$ cat src/design/eotq_pkg.sv
// Shared types and constants of the expiry-ordered timer queue.
package eotq_pkg;

    localparam int DEPTH          = 32;
    localparam int PAYLOAD_BITS   = 64;
    localparam int TIME_W         = 32;
    localparam int PAYLOAD_PORT_W = 64;
    localparam int COUNT_W        = 6;
    localparam int CNT_W          = $clog2(DEPTH + 1);

    typedef enum logic [0:0] {
        OP_INSERT = 1'b0,
        OP_REMOVE = 1'b1
    } t_op;

    typedef enum logic [1:0] {
        ST_OK    = 2'd0,
        ST_FULL  = 2'd1,
        ST_EMPTY = 2'd2
    } t_status;

    // One held entry
    typedef struct packed {
        logic [TIME_W-1:0]       expiry;
        logic [PAYLOAD_BITS-1:0] payload;
    } t_entry;

    // Per-cycle command broadcast to every cell
    typedef struct packed {
        logic ins;
        logic rem;
    } t_cell_ctrl;

endpackage

$ cat src/design/eotq_cell.sv
// One cell of the sorted shift chain: holds one entry and keeps it, takes the new one, or takes a neighbour's.
module eotq_cell (
    input  logic                i_clk,
    input  eotq_pkg::t_cell_ctrl i_ctrl,
    input  eotq_pkg::t_entry    i_new,
    input  logic                i_occ,
    input  logic                i_prev_less,
    input  eotq_pkg::t_entry    i_prev,
    input  eotq_pkg::t_entry    i_next,
    output eotq_pkg::t_entry    o_entry,
    output logic                o_less
);
    import eotq_pkg::*;

    t_entry r_entry;
    t_entry n_entry;

    // Held entry leaves strictly earlier than the incoming one
    assign o_less  = i_occ && (r_entry.expiry < i_new.expiry);
    assign o_entry = r_entry;

    // Keep, take the new beat, or shift one place along the chain
    always_comb begin
        n_entry = r_entry;
        priority if (i_ctrl.rem) begin
            n_entry = i_next;
        end else if (i_ctrl.ins) begin
            priority if (o_less) begin
                n_entry = r_entry;
            end else if (i_prev_less) begin
                n_entry = i_new;
            end else begin
                n_entry = i_prev;
            end
        end else begin
            n_entry = r_entry;
        end
    end

    always_ff @(posedge i_clk) begin
        r_entry <= n_entry;
    end

endmodule

$ cat config.mk
export PLATFORM = sky130hd
export DESIGN_NAME = eotq_cell
export DESIGN_NICKNAME = d
export VERILOG_FILES = /design/src/design/eotq_pkg.sv /design/src/design/eotq_cell.sv
export SDC_FILE = /design/constraint.sdc
export NUM_CORES = 1
export LEC_CHECK = 0
export ABC_CLOCK_PERIOD_IN_PS = 7000
export BUFFER_PORTS_ARGS = -buffer_cell sky130_fd_sc_hd__buf_4
export CAP_MARGIN = 20
export CELL_PAD_IN_SITES_DETAIL_PLACEMENT = 1
export CELL_PAD_IN_SITES_GLOBAL_PLACEMENT = 1
export CORE_AREA = 2 2 150 152
export CTS_BUF_LIST = sky130_fd_sc_hd__clkbuf_2 sky130_fd_sc_hd__clkbuf_4 sky130_fd_sc_hd__clkbuf_8
export DETAILED_ROUTE_END_ITERATION = 6
export DIE_AREA = 0 0 152 154
export GPL_ROUTABILITY_DRIVEN = 0
export MAX_ROUTING_LAYER = met4
export PLACE_DENSITY = 0.85
export SYNTH_ARGS = -nofsm -noshare
export SYNTH_HDL_FRONTEND = slang
export SYNTH_SLANG_ARGS = --single-unit
$ cat constraint.sdc
create_clock -name i_clk -period 7 [get_ports i_clk]
set_clock_uncertainty 0.2 [all_clocks]
set_input_delay 0.35 -clock i_clk [delete_from_list [all_inputs] [get_ports i_clk]]
set_output_delay 0.35 -clock i_clk [all_outputs]
set_load 0.05 [all_outputs]
==> results.cfg, run 1 <==
[run_status]
status = completed

[routing]
drc = 0
via_count = 5388
dr.first_iter.drc_count = 184
first_pass_iters = 4
drt_wl_total_mm = 20.7
ant_nets = 0
via_per_inst = 4.54
wl_per_cell_um = 17.4

[clocking]
cts_tree = done
cts-resized-gates = 0
cts_setup_buffers = 0
ctsHoldBuffers = 0
clk_latency_ns = 0.38
clk_pin_slew_ns = 0.11
h-tree-depth = 3
clockBufferDepth = 2
clock_sinks = 96
cts_buffers = 9
cts-root-buf = clkbuf_8

[cells_and_area]
fin_area_um2 = 9000
syn2layout_area_growth_pct = 59.4
largest_reg_flops = 96
stdcell_count = 1187
n_antenna_cell = 0
post-route-util = 0.415
fillers = 2512
nets = 1226
final_layout_size_suffix_gt1_frac = 0.456

[setup_path]
r2r_cells = 6
cp.required_ns = 6.81
arrival_ns = 3.01
regToRegEndpoint = o_entry[39]
worst-setup-path-type = reg -> reg
cp_max_fo = 55
max_stage_delay_ns = 0.60
reg2reg_from = o_entry[91]
end_kind = register
timing.reg2reg.setup_slack_ns = 3.80
start_kind = register
slowest_stage = buf_4
path_cells = ha_1, nand4_1, nor4_2, o2111ai_1, a41oi_4, buf_4
crit_start = o_entry[91]

[logic_synthesis]
synth_nets = 854
synthCells = 530
yosysWarnings = 0
synth.ff_latch_count = 96
yosysUniqueCellTypes = 27
syn_area_um2 = 5650
avgSynthCellArea_um2 = 10.7
yosysSeqAreaShare = 0.511

[timing]
hold-worst-slack_ns = 0.0481
drv_slew = 0
hold_viol = 0
timing.final.crit_period_ns = 3.20
setup_viol_count_final = 0
fmax_mhz = 312
relSlewSlack = 0.392
finalSetupTns_ns = 0
worst_slew_pin_slew_ns = 0.912
finalCritPeriodShare = 0.458
rsz0062_at_grt = no

[hold_path]
min_path_cells = 3
worstHoldPathType = in -> reg
hold_end = o_entry[66]
hold_start = i_next[66]

[floorplan]
die-area_um2 = 23400
die_x_um = 152
die_h_um = 154
rows = 54
start_util = 0.260
io_pins = 390
coreArea_um2 = 21700

[place]
postPlaceCellArea_um2 = 8820
place_inst = 1171
hpwlAfterDp_mm = 17.3
io_buffers = 389

[grt]
grt_max_degree = 115
grt.total_usage = 0.176
gr-total-overflow = 0
grt_pass1_vias = 5791
grt_pass1_wl_mm = 31.0
antenna_found_initial = 0

[pwr]
p_leak_nw = 4.37
peakVddDrop_mv = 0.0816
powerDensity_nw_per_um2 = 195

[job]
maxCapViolCount = 0
-- cells in the final DEF (no fill, tap or decap) --
cell type	instances
buf_4	393
nand2_1	105
o21ai_0	100
mux2i_1	96
edfxtp_1	96
inv_1	33
ha_1	31
a21oi_1	12
clkbuf_8	9
nand4_1	3
nor2_1	3
nand3_1	3
nand2b_1	2
a221o_1	2
clkbuf_4	2
clkinvlp_4	2
clkinv_4	2
nand4_2	1
nor3_1	1
o21ai_1	1
a21o_1	1
a211oi_2	1
nor4_2	1
and4_1	1
a2111oi_2	1
a2111oi_1	1
o2111ai_1	1
and3_1	1
a41oi_4	1
inv_6	1
-- final cells by class --
cell class,instances,area [µm²],area share
inverter,33,124,0.0138
multi-input combinational,369,2510,0.279
timing repair buffer,393,2950,0.328
sequential,96,2880,0.320
clock buffer,11,139,0.0154
clock inverter,5,41.3,0.00459
tap,280,350,0.0389
-- cells by family (layout without fill, tap and decap cells) --
logic type / Yosys count / count (layout) / share of synthesized area
compound gates: 121 / 121 / 0.115
fa+ha+maj: 31 / 31 / 0.0687
buf+inv: 65 / 442 / 0.0479
flops: 96 / 96 / 0.511
mux: 96 / 96 / 0.170
simple gates: 121 / 121 / 0.0880
-- critical path, delay by kind of cell, from the launching register on --
kind	cells	cell delay, ns
fa+ha+maj	1	0.34
compound gates	2	0.55
flops	1	0.42
buf+inv	1	0.60
simple gates	2	0.68
-- Yosys cell counts, drive strengths merged --
master     n  area (µm²)
nand2    105         394
nand3      3        15.0
a41oi      1        8.76
o21ai    101         505
clkbuf    21        78.8
a2111oi    2        25.0
and3       1        6.26
inv       33         124
a21oi     12        60.1
nor2       3        11.3
buf       11        67.6
ha        31         388
and4       1        8.76
nand4      4        31.3
a221o      2        20.0
mux2i     96         961
nor4       1        12.5
o2111ai    1        8.76
nor3       1        5.00
edfxtp    96        2880
a211oi     1        12.5
nand2b     2        12.5
a21o       1        7.51
-- report_power, final --
part | switching (W) | internal (W) | leakage [nW] | total [W]
Clock | 0.000203 | 0.000140 | 0.0870 | 0.000343
Sequential | 0.0000259 | 0.000717 | 0.976 | 0.000743
Combinational | 0.000416 | 0.000254 | 3.31 | 0.000670
Total | 0.000645 | 0.00111 | 4.37 | 0.00176
-- metrics by stage --
stage | setup WS (ns) | total power (W)
floorplan | 1.84 | 0.00114
global placement | 3.78 | 0.00142
detailed placement | 3.75 | 0.00144
CTS | 3.80 | 0.00179
global route | 3.63 | 0.00185
finish | 3.80 | 0.00176
-- routing by layer --
| layer | GRT usage | vias to the layer above | part of all wire |
|---|---|---|---|
| met5 | - | - | 0 |
| met4 | 0.0365 | 0 | 0.014 |
| li1 | - | 2656 | - |
| met3 | 0.0474 | 19 | 0.067 |
| met2 | 0.339 | 235 | 0.55 |
| met1 | 0.178 | 2478 | 0.37 |
-- worst max path at each step --
| stage | endpoint | slack [ns] | cells past startpoint |
|---|---|---|---|
| after floorplan | o_entry[0] | 1.84 | 5 |
| after global placement | o_entry[25] | 3.78 | 8 |
| after detailed placement | o_entry[25] | 3.75 | 8 |
| after CTS | o_entry[56] | 3.80 | 6 |
| after global routing | o_entry[30] | 3.63 | 6 |
| final | o_entry[39] | 3.80 | 6 |
No activity file was read; power rests on OpenSTA's default activity.
==> inputs of run 2 (changes only) <==
==> config.mk (replaced) <==
export PLATFORM = sky130hd
export DESIGN_NAME = eotq_cell
export DESIGN_NICKNAME = d
export VERILOG_FILES = /design/src/design/eotq_pkg.sv /design/src/design/eotq_cell.sv
export SDC_FILE = /design/constraint.sdc
export NUM_CORES = 1
export LEC_CHECK = 0
export ABC_CLOCK_PERIOD_IN_PS = 3300
export BUFFER_PORTS_ARGS = -buffer_cell sky130_fd_sc_hd__buf_4
export CAP_MARGIN = 20
export CELL_PAD_IN_SITES_DETAIL_PLACEMENT = 1
export CELL_PAD_IN_SITES_GLOBAL_PLACEMENT = 1
export CORE_AREA = 2 2 151 153
export CTS_BUF_LIST = sky130_fd_sc_hd__clkbuf_2 sky130_fd_sc_hd__clkbuf_4 sky130_fd_sc_hd__clkbuf_8
export DETAILED_ROUTE_END_ITERATION = 6
export DIE_AREA = 0 0 153 155
export GPL_ROUTABILITY_DRIVEN = 0
export MAX_ROUTING_LAYER = met4
export PLACE_DENSITY = 0.81
export SYNTH_ARGS = -nofsm -noshare
export SYNTH_HDL_FRONTEND = slang
export SYNTH_SLANG_ARGS = --single-unit
==> constraint.sdc (replaced) <==
create_clock -name i_clk -period 3.3 [get_ports i_clk]
set_clock_uncertainty 0.2 [all_clocks]
set_input_delay 0.165 -clock i_clk [delete_from_list [all_inputs] [get_ports i_clk]]
set_output_delay 0.165 -clock i_clk [all_outputs]
set_load 0.05 [all_outputs]
==> run 2 against run 1 <==
Net effect:
- the run now ends with negative hold slack left
- combinational power up 150%
- via count up 17%
- worst setup slack worse by 3.4 ns
- design area up 20%
- first-iteration DRC count up 36%
- critical path type is now reg -> out
- critical endpoint is now o_less
==> results.cfg, run 2 (synthesis gave the netlist of run 1 again) <==
[setup_path]
arrival_ns = 2.54
end_kind = output port
path_cells = ha_1, a21oi_1, o21ai_1, a221o_1, a211oi_2, and3_1, buf_4
slowest_stage = edfxtp_1
worst-setup-path-type = reg -> out
start_kind = register
reg2reg_from = o_entry[71]
cp.required_ns = 2.93
r2r_cells = 6
cp_max_fo = 3
regToRegEndpoint = o_entry[39]
cp_num_buf_inv = 1
max_stage_delay_ns = 0.41
cp_top_family = compound AO/OA/AOI/OAI gates
timing.reg2reg.setup_slack_ns = 0.45

[routing]
via_count = 6297
drt_wl_total_mm = 25.4
drc = 0
ant_nets = 0
dr.first_iter.drc_count = 251
wl_per_cell_um = 18.6
first_pass_iters = 4
via_per_inst = 4.62

[cells_and_area]
final_common_cell = buf_4
final_layout_size_suffix_gt1_frac = 0.388
multi_input_area_um2 = 2550
largest_reg_flops = 96
final_cell_mix = buf_4 (388), dlygate4sd3_1 (166), nand2_1 (105)
fillers = 2497
area.sequential_um2 = 2880
nets = 1393
syn2layout_area_growth_pct = 91.0
post-route-util = 0.485

[clocking]
cts_buffers = 9
cts_tree = done
cts_setup_buffers = 0
h-tree-depth = 3
clock_sinks = 96
clk_latency_ns = 0.38
ctsHoldBuffers = 165
clk_pin_slew_ns = 0.11
cts-root-buf = clkbuf_8
clockBufferDepth = 2
cts-resized-gates = 0

[floorplan]
io_pins = 390
coreArea_um2 = 22200
die_h_um = 155
start_util = 0.254
die_x_um = 153
rows = 55
die-area_um2 = 23700

[place]
io_buffers = 389
pre_cts_ws_ns = 0.342
hpwlAfterDp_mm = 17.2

[hold_path]
min_path_cells = 3
hold_end = o_entry[35]
worstHoldPathType = in -> reg
hold_start = i_prev[35]

[pwr]
peakVddDrop_mv = 0.197
power_w = 0.00400
p_leak_nw = 5.12
powerDensity_nw_per_um2 = 371

[timing]
hold_viol = 1
drv_slew = 0
timing.final.crit_period_ns = 2.90
fmax_mhz = 344
setup_viol_count_final = 0
rsz0062_at_grt = no
worst_slew_pin_slew_ns = 0.804
relSlewSlack = 0.464
fin_ws_ns = 0.397
hold-worst-slack_ns = -0.00176
finalCritPeriodShare = 0.880

[run_status]
status = complete, but fails checks
violations = negative hold slack

[grt]
grt.total_usage = 0.211
grt_pass1_vias = 6963
grt_pass1_wl_mm = 37.7
grt_max_degree = 151
antenna_found_initial = 3
gr-total-overflow = 0

[job]
maxCapViolCount = 0
-- run 2: area by class of cell --
type,count,area share
antenna,3,0.000696
clock buffer,9,0.0115
clock inverter,7,0.00499
inverter,33,0.0115
multi-input combinational,369,0.236
sequential,96,0.267
tap,285,0.0331
timing repair buffer,560,0.435
-- run 2: tightest hold or removal path, stage by stage --
cell	delay, ns
buf_4	0.07
mux2i_1	0.07
o21ai_0	0.16
-- run 2: how the worst max path moves through the flow --
stage | endpoint | startpoint | cells after the start | slack, ns
final | o_less | o_entry[87] | 7 | 0.40
after floorplan | o_entry[0] | o_entry[90] | 5 | -0.77
after global placement | o_entry[33] | o_entry[67] | 6 | 0.53
after CTS | o_less | o_entry[71] | 6 | 0.31
after global routing | o_less | o_entry[87] | 7 | 0.27
after detailed placement | o_entry[38] | o_entry[71] | 6 | 0.34
-- run 2: through the flow --
| step | cell area, µm² | instances | TNS [ns] |
|---|---|---|---|
| after detailed placement | 8940 | 1177 | 0 |
| final | 10800 | 1362 | 0 |
| after CTS | 10800 | 1358 | 0 |
| after global placement | 8940 | 1177 | 0 |
| after floorplan | 5700 | 530 | -73.84 |
| after global routing | 10800 | 1362 | 0 |
-- run 2: per-layer routing --
layer | wire (µm) | track usage | vias to the layer above
met5 | 0 | - | -
met4 | 624 | 0.0653 | 0
met3 | 1360 | 0.0429 | 40
met2 | 13700 | 0.393 | 261
met1 | 9690 | 0.225 | 3006
li1 | - | - | 2990
-- run 2: power breakdown --
group | switching [W] | internal [W]
logic | 0.000950 | 0.000720
clock network | 0.000470 | 0.000284
registers | 0.0000595 | 0.00152
total | 0.00148 | 0.00252
